### src/hdl/ctle_pkg.sv
`timescale 1ns / 1ps
`default_nettype none
// ----------------------------------------------------------------------------
// Client table package
// Shared request/response types and request codes for the client table.
// ----------------------------------------------------------------------------
package ctle_pkg;

   localparam logic [1:0] REQ_LOOKUP = 2'd0;
   localparam logic [1:0] REQ_UPDATE = 2'd1;
   localparam logic [1:0] REQ_PURGE  = 2'd2;

   typedef struct packed {
      logic [1:0]  req_type;
      logic [31:0] peer_ip;
      logic [15:0] peer_port;
      logic [31:0] rx_sec;
      logic [31:0] rx_nsec;
      logic [31:0] tx_sec;
      logic [31:0] tx_nsec;
      logic [47:0] now_ms;
   } req_type_type;

   typedef struct packed {
      logic        ok;
      logic        was_found;
      logic [3:0]  slot_index;
      logic [15:0] port_out;
      logic [31:0] prev_rx_sec;
      logic [31:0] prev_rx_nsec;
      logic [31:0] prev_tx_sec;
      logic [31:0] prev_tx_nsec;
      logic [47:0] last_seen_out;
   } rsp_type;

   // Stored record of one table slot, kept in RAM.
   typedef struct packed {
      logic [31:0] ip;
      logic [15:0] port;
      logic [31:0] rx_sec;
      logic [31:0] rx_nsec;
      logic [31:0] tx_sec;
      logic [31:0] tx_nsec;
      logic [47:0] last_seen;
   } entry_type;

endpackage
`default_nettype wire

### src/hdl/ctle_front.sv
`timescale 1ns / 1ps
`default_nettype none
// ----------------------------------------------------------------------------
// Client table front end
// Two-entry request queue between the input port and the table engine.
// ----------------------------------------------------------------------------
module ctle_front (
   input  wire logic                  clock,
   input  wire logic                  reset,
   input  wire logic                  push,
   output logic                       full,
   input  wire ctle_pkg::req_type_type push_data,
   output logic                       q_valid,
   input  wire logic                  q_take,
   output ctle_pkg::req_type_type     q_data
);
   ctle_pkg::req_type_type slot_ff [2];
   ctle_pkg::req_type_type slot_in [2];
   logic [1:0] count_ff, count_in;
   logic       do_push, do_pop;

   assign full    = (count_ff == 2'd2);
   assign q_valid = (count_ff != 2'd0);
   assign q_data  = slot_ff[0];
   assign do_push = push && !full;
   assign do_pop  = q_take && q_valid;

   // Shift queue: head in slot 0.
   always_comb begin
      slot_in[0] = slot_ff[0];
      slot_in[1] = slot_ff[1];
      count_in   = count_ff;
      if (do_pop) begin
         slot_in[0] = slot_ff[1];
         count_in   = count_in - 2'd1;
      end
      if (do_push) begin
         if (count_in == 2'd0) begin
            slot_in[0] = push_data;
         end else begin
            slot_in[1] = push_data;
         end
         count_in = count_in + 2'd1;
      end
   end

   always_ff @(posedge clock) begin
      slot_ff[0] <= slot_in[0];
      slot_ff[1] <= slot_in[1];
      if (reset) begin
         count_ff <= 2'd0;
      end else begin
         count_ff <= count_in;
      end
   end
endmodule
`default_nettype wire

### config.mk
export PLATFORM = sky130hd
export DESIGN_NAME = ctle_front
export DESIGN_NICKNAME = d
export VERILOG_FILES = /design/src/hdl/ctle_pkg.sv /design/src/hdl/ctle_front.sv
export SDC_FILE = /design/constraint.sdc
export NUM_CORES = 1
export LEC_CHECK = 0
export BUFFER_PORTS_ARGS = -buffer_cell sky130_fd_sc_hd__buf_2
export CORE_MARGIN = 4
export CORE_UTILIZATION = 30
export CTS_BUF_LIST = sky130_fd_sc_hd__clkbuf_4
export CTS_CLUSTER_SIZE = 40
export DETAILED_ROUTE_END_ITERATION = 10
export GPL_ROUTABILITY_DRIVEN = 0
export PLACE_DENSITY = 0.59
export SKIP_CTS_REPAIR_TIMING = 1
export SLEW_MARGIN = 20
export SYNTH_ARGS = -nofsm -noshare
export SYNTH_HDL_FRONTEND = slang
export SYNTH_SLANG_ARGS = --single-unit
### constraint.sdc
create_clock -name clock -period 40.7 [get_ports clock]
set_input_delay 8.14 -clock clock [delete_from_list [all_inputs] [get_ports clock]]
set_output_delay 8.14 -clock clock [all_outputs]
set_load 0.05 [all_outputs]
==> flow_summary.ini, run 1 <==
[logic_synthesis]
yosysTopAreaCell = edfxtp_1
ys_ff_latch = 454
synth.most_common_cell = mux2_2
muxShareOfSynthArea_pct = 27.3
synth_ff_type = dfxtp_1
yosys.area.top_type_share_pct = 36.2
synthSimpleGateAreaFrac_pct = 0.287
syn_inst = 1199
ys_async_sr_fraction_pct = 0
yosys.area_share.xor_xnor_pct = 0.0467
synth_edf_count = 226
syn-num-nets = 1432
yosys-top-cells-count = mux2_2 (454), buf_4 (242), dfxtp_1 (228)
yosysSeqAreaShare_pct = 60.5
synthAdderAreaFrac_pct = 0.200
ys_top_cells_by_area = edfxtp_1 (36%), mux2_2 (27%), dfxtp_1 (24%), buf_4 (9.7%), buf_6 (0.84%)
synthDistinctLibCells = 17
syn_area_sq_um = 18700
synth_compound_area_share_pct = 0.0400
synth_top_family_by_area = multiplexers
syn_avg_cell_area_sq_um = 15.6
yosysWarnings = 0

[status]
status = finished, final reports clean

[die]
die_area_sq_um = 66600
die_w_um = 258
pin_count = 458
fp-row-count = 91
core_area_sq_um = 61800
start_util_pct = 30.3
die_y_um = 258

[grt]
grt_pass1_wl_um = 59700
grt_max_degree = 150
grt_overflow = 0
grt_util_met3_pct = 4.49
grt-busiest-layer = met2
grt.met2_usage_pct = 19.9
antenna_found_initial = 4
grt_use_met1_pct = 11.9
grt_pass1_vias = 10669
grtUsageTotal_pct = 11.4

[critical_path]
timing.critical_path.from = q_take
slowest_delay_ns = 0.91
worst_r2r_path_depth = 8
r2r_start = count_ff[0]$_SDFF_PP0_
crit_arrival_ns = 11.89
path_max_fanout = 149
endpoint = slot_ff[0][234]$_DFFE_PP_
slowest_stage = buf_4
end_kind = flip-flop
start_kind = input port
cp_cell_sequence = buf_2 > nand2b_4 > mux2_2 > ha_1 > nor2_4 > buf_12 > buf_4
cp.required_ns = 41.12
path_class = in -> reg
regToRegEndpoint = slot_ff[0][234]$_DFFE_PP_
r2r_setup_slack_ns = 35.99

[route]
final_antenna_net_count = 0
drc = 0
vias = 10011
wl_um = 39300
first_iter_violations = 308
first_pass_iters = 4
vias_per_cell = 4.09
wire_per_inst_um = 16.0

[sta]
fin_skew_ns = 0.0625
worstMarginPinSlew_ns = 1.21
period_share_pct = 28.2
tns_ns = 0
setup_viol = 0
slew_violations = 0
finalHoldViolCount = 0
rsz0062_at_grt = false
max_slew_margin_pct = 19.6
max_freq_mhz = 87.2
period_minus_slack_ns = 11.46

[cells_and_area]
area_growth_pct = 15.4
multi_input_area_sq_um = 5240
nNetsFinal = 1743
drive_above_1_share_pct = 70.4
post-route-util_pct = 35.0
num-fill-cells = 6090
seq_area_sq_um = 11400

[place]
dp_hpwl_um = 26400
io_buffers = 457

[clock_tree]
cts.sinks = 454
clock_latency_ns = 0.83
cts_buffer_depth = 3
htree_levels = 3
cts_tree = built
cts_buffers = 120
cts.clk_slew.worst_paths_ns = 0.06
clockRootBuffer = clkbuf_4

[worst_hold_path]
hold_class = reg -> reg

[run]
drv_cap = 0
## worst min-delay path by stage
stage | startpoint | end | slack [ns] | depth (start not counted)
after global routing | slot_ff[0][307]$_DFFE_PP_ | slot_ff[0][81]$_DFF_P_ | 0.55 | 2
after CTS | slot_ff[0][307]$_DFFE_PP_ | slot_ff[0][81]$_DFF_P_ | 0.54 | 2
final | slot_ff[0][307]$_DFFE_PP_ | slot_ff[0][81]$_DFF_P_ | 0.55 | 2
after global placement | slot_ff[0][330]$_DFFE_PP_ | slot_ff[0][104]$_DFF_P_ | 0.58 | 2
after floorplan | slot_ff[0][326]$_DFFE_PP_ | slot_ff[0][100]$_DFF_P_ | 0.57 | 2
after detailed placement | slot_ff[0][18]$_DFF_P_ | slot_ff[0][18]$_DFF_P_ | 0.58 | 2
## flip-flops by register name (all words and copies together) (netlist names)
register and cells:
count_ff 2, slot_ff 452
## worst max-delay path: cells and delay by family
kind / cells / cell delay [ns]
multiplexers: 1 / 0.43
buffers and inverters: 3 / 1.51
AND/OR/NAND/NOR: 2 / 0.95
adder cells (fa/ha/maj): 1 / 0.30
## area by class of cell
cell class | count | area share (%)
well taps | 837 | 4.84
diodes | 2 | 0.0231
clock buffers | 203 | 7.05
repair buffers | 464 | 10.9
clock inverters | 19 | 0.445
inverters | 3 | 0.0521
flip-flops and latches | 454 | 52.5
multi-input cells | 467 | 24.2
## cells in the final DEF, fill, tap and decap left out
cell type,count
and2b_2,1
buf_12,1
buf_2,457
buf_4,6
clkbuf_4,203
clkinv_1,10
clkinv_2,4
clkinv_4,3
dfxtp_1,228
diode_2,2
edfxtp_1,226
ha_1,3
inv_1,3
inv_2,1
inv_6,1
mux2_2,454
nand2_8,1
nand2b_1,1
nand2b_4,1
nand3b_1,1
nor2_1,2
nor2_4,1
o31ai_1,1
xnor2_1,1
## stage by stage
| step | std cells | hold slack [ns] | worst slack, ns | area (sq um) |
|---|---|---|---|---|
| after detailed placement | 2225 | 0.584 | 28.58 | 20000 |
| after global placement | 2225 | 0.576 | 28.47 | 20000 |
| after CTS | 2447 | 0.538 | 29.56 | 21600 |
| final | 2449 | 0.552 | 29.24 | 21600 |
| after floorplan | 1199 | 0.572 | 21.41 | 18700 |
| after global routing | 2448 | 0.550 | 29.19 | 21600 |
## logic make-up (layout without fill, tap and decap cells)
family	count (synthesis)	in the layout
multiplexers	454	454
AO/OA/AOI/OAI	1	1
other	0	2
adder cells (fa/ha/maj)	3	3
buffers and inverters	278	689
AND/OR/NAND/NOR	8	8
flip-flops	454	454
XOR/XNOR	1	1
## metal layers
layer | wire (um) | vias up
li1 | - | 4821
met1 | 14600 | 4768
met2 | 20200 | 332
met3 | 3320 | 86
met4 | 1170 | 4
met5 | 20 | -
Power of run 1 is not shown: default switching activity piles up to over one toggle a cycle in this logic, so the estimate is an artifact.
==> run 2: changes to the inputs <==
ABC_AREA = 1   (was not set)
clock period = 10.8 ns   (was 40.7 ns; I/O delays follow)
==> run 2 against run 1 <==
Synthesized cell count grew 81%. Clock skew shrank 0.013 ns. Via count grew 38%. Sequential cell count is the same. Worst setup slack lost 23 ns. Hold slack lost 0.064 ns. Register-to-register slack lost 30 ns. Die area grew 0.20%. First-iteration DRC count grew 110%.
==> flow_summary.ini, run 2 <==
[power_and_ir_drop]
p_sw_mw = 3.59
total_power_mw = 7.71
p_sw_share_pct = 46.6
p_per_area_nw_per_um2 = 353
clkPwrFrac_pct = 21.3
combPwrFrac_pct = 43.2
seqPwrFrac_pct = 35.5
internal_power_mw = 4.11
p_leak_nw = 11.0
vdd_drop_max_mv = 0.234

[die]
core_area_sq_um = 61800
die_area_sq_um = 66700
start_util_pct = 30.4
pin_count = 458
die_y_um = 258
die_w_um = 258
fp-row-count = 91

[logic_synthesis]
synth_ff_type = dfxtp_1
synthDistinctLibCells = 18
yosys-top-cells-count = nand2_1 (1363), buf_4 (236), dfxtp_1 (228)
ys_async_sr_fraction_pct = 0
ys_ff_latch = 454
syn_area_sq_um = 18800
syn_inst = 2165
synth.most_common_cell = nand2_1
yosysWarnings = 0
syn-num-nets = 2398
ys_top_cells_by_area = edfxtp_1 (36%), nand2_1 (27%), dfxtp_1 (24%), buf_4 (9.4%), buf_2 (1.7%)
syn_avg_cell_area_sq_um = 8.68
yosys.area.top_type_share_pct = 36.1
yosysSeqAreaShare_pct = 60.4
synth_edf_count = 226
yosysTopAreaCell = edfxtp_1

[sta]
period_minus_slack_ns = 5.06
max_slew_margin_pct = 33.1
setup_viol = 0
slew_violations = 0
hold_ws_ns = 0.488
max_freq_mhz = 198
worstMarginPinSlew_ns = 1.00
period_share_pct = 46.9
fin_skew_ns = 0.0499
finalHoldViolCount = 0
rsz0062_at_grt = false
postLayoutSetupSlackWorst_ns = 5.74
tns_ns = 0

[cells_and_area]
largest_reg_flops = 452
drive_above_1_share_pct = 27.7
final_cells = 3392
top_register = slot_ff
layout_common_cells = nand2_1 (1361), buf_2 (457), dfxtp_1 (228)
mostFrequentLayoutCell = nand2_1
largestRegisters = slot_ff (452), count_ff (2)
fin_area_sq_um = 21800
nNetsFinal = 2678
area_growth_pct = 16.2
seq_area_sq_um = 11400
post-route-util_pct = 35.3
multi_input_area_sq_um = 5240
num-fill-cells = 6573

[critical_path]
cp.required_ns = 11.57
cp_cell_sequence = buf_2 > inv_2 > nor2_4 > buf_4 > nand2_1 > nand2_1 > ha_1 > nand2_4 > buf_4 > inv_6 > buf_4 > nand2_1 > nand2_1
crit_arrival_ns = 5.83
path_common_cell = nand2_1
timing.critical_path.from = q_take
path_class = in -> reg
r2r_start = count_ff[0]$_SDFF_PP0_
path_buf_inv = 6
cp_num_cells = 13
start_kind = input port
slowest_delay_ns = 0.82
path_max_fanout = 84
regToRegEndpoint = slot_ff[0][83]$_DFF_P_
endpoint = slot_ff[0][83]$_DFF_P_
slowest_stage = buf_4
crit_family = buffers and inverters
worst_r2r_path_depth = 13
r2r_setup_slack_ns = 6.46
end_kind = flip-flop

[place]
io_buffers = 457
dp_slack_ns = 4.82
dp_hpwl_um = 29200
dp_cells = 3149
postPlaceCellArea_sq_um = 20100

[grt]
grt_max_degree = 85
grt_pass1_wl_um = 72000
grt_pass1_vias = 13012
antenna_found_initial = 10
grtUsageTotal_pct = 13.6
grt_overflow = 0

[route]
first_iter_violations = 650
vias = 13791
wl_um = 46900
wire_per_inst_um = 13.8
first_pass_iters = 5
final_antenna_net_count = 0
vias_per_cell = 4.07
drc = 0

[clock_tree]
cts_tree = built
htree_levels = 4
cts_buffers = 131
cts.clk_slew.worst_paths_ns = 0.06
clock_latency_ns = 0.88
cts_buffer_depth = 3
cts.sinks = 454
clockRootBuffer = clkbuf_4

[status]
status = finished, final reports clean

[run]
drv_cap = 0

[worst_hold_path]
hold_class = reg -> reg
## run 2: cell type report
type	instances	area share, %
antenna	6	0.0688
inverter	10	0.195
multi-input combinational	1377	24.0
clock inverter	23	0.602
tap	837	4.80
clock buffer	214	7.36
timing repair buffer	471	11.0
sequential	454	52.0
## run 2: power groups by stage
stage | combinational [mW] | clock (mW) | sequential [mW]
after detailed placement | 3.36 | 0 | 2.77
final | 3.33 | 1.64 | 2.74
after global routing | 3.62 | 1.82 | 2.81
after CTS | 3.37 | 1.72 | 2.74
after global placement | 3.36 | 0 | 2.77
after floorplan | 3.16 | 0 | 2.75
## run 2: layer usage
layer | track usage, % | wire, um | vias to the layer above
li1 | - | - | 7146
met1 | 16.1 | 19300 | 6110
met2 | 21.7 | 22400 | 437
met3 | 6.02 | 4130 | 84
met4 | 5.32 | 1030 | 14
met5 | 0 | 63 | -
## run 2: kinds of logic after synthesis
| logic type | share of synthesized area, % |
|---|---|
| simple gates | 27.5 |
| flops | 60.4 |
| buf+inv | 11.8 |
| compound gates | 0.0932 |
| fa+ha+maj | 0.200 |
## run 2: how the worst min path moves through the flow
stage | from | endpoint | slack (ns) | depth (start not counted)
final | slot_ff[0][382]$_DFFE_PP_ | slot_ff[0][156]$_DFF_P_ | 0.49 | 4
after global placement | slot_ff[0][408]$_DFFE_PP_ | slot_ff[0][182]$_DFF_P_ | 0.49 | 2
after floorplan | slot_ff[0][408]$_DFFE_PP_ | slot_ff[0][182]$_DFF_P_ | 0.47 | 2
after global routing | slot_ff[0][329]$_DFFE_PP_ | slot_ff[0][103]$_DFF_P_ | 0.50 | 4
after CTS | slot_ff[0][329]$_DFFE_PP_ | slot_ff[0][103]$_DFF_P_ | 0.46 | 4
after detailed placement | slot_ff[0][408]$_DFFE_PP_ | slot_ff[0][182]$_DFF_P_ | 0.49 | 2
## run 2: worst reg2reg max path: stages, from the launching register on
cell and delay [ns]:
dfxtp_1 0.35, inv_1 0.09, ha_1 0.26, nor2_4 0.11
buf_4 0.68, nand2_1 0.11, nand2_1 0.12, ha_1 0.26
nand2_4 0.06, buf_4 0.39, inv_6 0.56, buf_4 0.92
nand2_1 0.22, nand2_1 0.10
Note: power is estimated with default switching activity, not from simulation.
==> run 3: changes to the inputs <==
PLACE_DENSITY = 0.61   (was 0.59)
clock period = 4.5 ns   (was 10.8 ns; I/O delays follow)
==> run 3 against run 2 <==
Count of clock-buffer cells in the layout shrank 13. Sequential share of layout area shrank 0.16 points. Non-clock buffer count grew 5. Design area grew 0.32%. Sequential power grew 140%. Clock power grew 130%. Combinational power grew 140%. Hold slack lost 0.24 ns. Global-route usage grew 0.13 points. Critical path depth is the same. Power grew 140%. Register-to-register slack lost 5.1 ns. Critical path type is now reg -> reg.
==> flow_summary.ini, run 3 (same netlist as run 2, synthesis figures left out) <==
[status]
status = finished, final reports clean

[critical_path]
path_class = reg -> reg
crit_arrival_ns = 3.96
slowest_delay_ns = 0.78
slowest_stage = buf_4
cp_cell_sequence = inv_1 > ha_1 > inv_4 > nand2_8 > nand2_1 > nand2_1 > inv_1 > ha_2 > nand2_4 > buf_12 > buf_4 > nand2_1 > nand2_1
timing.critical_path.from = count_ff[0]$_SDFF_PP0_
endpoint = slot_ff[0][46]$_DFF_P_
worst_r2r_path_depth = 13
start_kind = flip-flop
end_kind = flip-flop
path_max_fanout = 153
path_common_cell = nand2_1
cp.required_ns = 5.27
r2r_start = count_ff[0]$_SDFF_PP0_
r2r_setup_slack_ns = 1.31
regToRegEndpoint = slot_ff[0][46]$_DFF_P_

[route]
first_iter_violations = 762
wire_per_inst_um = 14.0
drc = 0
first_pass_iters = 4
wl_um = 47300
vias_per_cell = 4.03
final_antenna_net_count = 0
vias = 13651

[clock_tree]
cts.sinks = 454
clockRootBuffer = clkbuf_4
cts_buffer_depth = 3
cts_tree = built
cts_buffers = 121
htree_levels = 3
cts.clk_slew.worst_paths_ns = 0.07
clock_latency_ns = 0.83

[sta]
worstMarginPinSlew_ns = 0.963
period_minus_slack_ns = 3.19
fin_skew_ns = 0.0402
finalHoldViolCount = 0
rsz0062_at_grt = false
slew_violations = 0
max_slew_margin_pct = 35.8
max_freq_mhz = 314
period_share_pct = 70.9
setup_viol = 0

[power_and_ir_drop]
p_leak_nw = 11.0
vdd_drop_max_mv = 0.557
p_per_area_nw_per_um2 = 841
total_power_mw = 18.4

[cells_and_area]
mostFrequentLayoutCell = nand2_1
layout_common_cells = nand2_1 (1361), buf_2 (457), dfxtp_1 (228)
seq_area_sq_um = 11400
top_register = slot_ff
multi_input_area_sq_um = 5250
final_cells = 3389
fin_area_sq_um = 21900
nNetsFinal = 2673
largest_reg_flops = 452
area_growth_pct = 16.5
num-fill-cells = 6569
drive_above_1_share_pct = 27.4
largestRegisters = slot_ff (452), count_ff (2)

[die]
fp-row-count = 91
start_util_pct = 30.4
die_y_um = 258
pin_count = 458
die_w_um = 258
core_area_sq_um = 61800
die_area_sq_um = 66700

[place]
postPlaceCellArea_sq_um = 20200
dp_hpwl_um = 30300
dp_cells = 3154
io_buffers = 457

[grt]
grt_overflow = 0
antenna_found_initial = 11
grtUsageTotal_pct = 13.7
grt_pass1_wl_um = 72800
grt_pass1_vias = 13152
grt_max_degree = 154

[run]
drv_cap = 0

[worst_hold_path]
hold_class = in -> reg
## run 3: final cells by class
class	count	share of cell area (%)
clock buffers	201	6.89
repair buffers	476	11.4
diodes	6	0.0686
well taps	837	4.78
flip-flops and latches	454	51.8
clock inverters	28	0.714
multi-input cells	1377	24.0
inverters	10	0.274
## run 3: worst min-delay path by stage
stage / start / endpoint / slack [ns] / cells after the start
final: push_data[130] / slot_ff[0][356]$_DFFE_PP_ / 0.25 / 1
after global routing: push_data[158] / slot_ff[0][384]$_DFFE_PP_ / 0.09 / 1
after CTS: push_data[63] / slot_ff[0][289]$_DFFE_PP_ / 0.05 / 1
after detailed placement: slot_ff[0][408]$_DFFE_PP_ / slot_ff[0][182]$_DFF_P_ / 0.49 / 2
after global placement: slot_ff[0][408]$_DFFE_PP_ / slot_ff[0][182]$_DFF_P_ / 0.49 / 2
after floorplan: slot_ff[0][408]$_DFFE_PP_ / slot_ff[0][182]$_DFF_P_ / 0.47 / 2
## run 3: routing by layer
metal  track usage [%]  up-vias  routed length [um]
met5                 0        -                  36
met4              5.28        8                 996
met3              5.72       73                4610
met2              22.1      435               22200
met1              16.3     6000               19400
li1                  -     7135                   -
## run 3: per-stage QoR
stage               worst slack [ns]  hold WS, ns  TNS [ns]  utilization (%)
floorplan                     -0.661        0.467   -149.35                -
global placement               0.901        0.491         0             32.7
detailed placement             0.828        0.494         0             32.7
CTS                             1.19       0.0496         0             35.4
global route                   0.978       0.0931         0             35.4
finish                          1.31        0.251         0             35.4
## run 3: critical path, delay by kind of cell, from the launching register on
kind / cells / cell delay (ns)
buffers and inverters: 5 / 1.51
adders and majority gates: 2 / 0.49
and+or+nand+nor: 6 / 0.67
DFF: 1 / 0.32
## run 3: power breakdown
group / switching [mW] / leakage (nW) / internal (mW)
Sequential: 0.611 / 4.03 / 5.95
Combinational: 6.32 / 6.01 / 1.77
Clock: 1.69 / 1.00 / 2.07
Total: 8.62 / 11.0 / 9.79
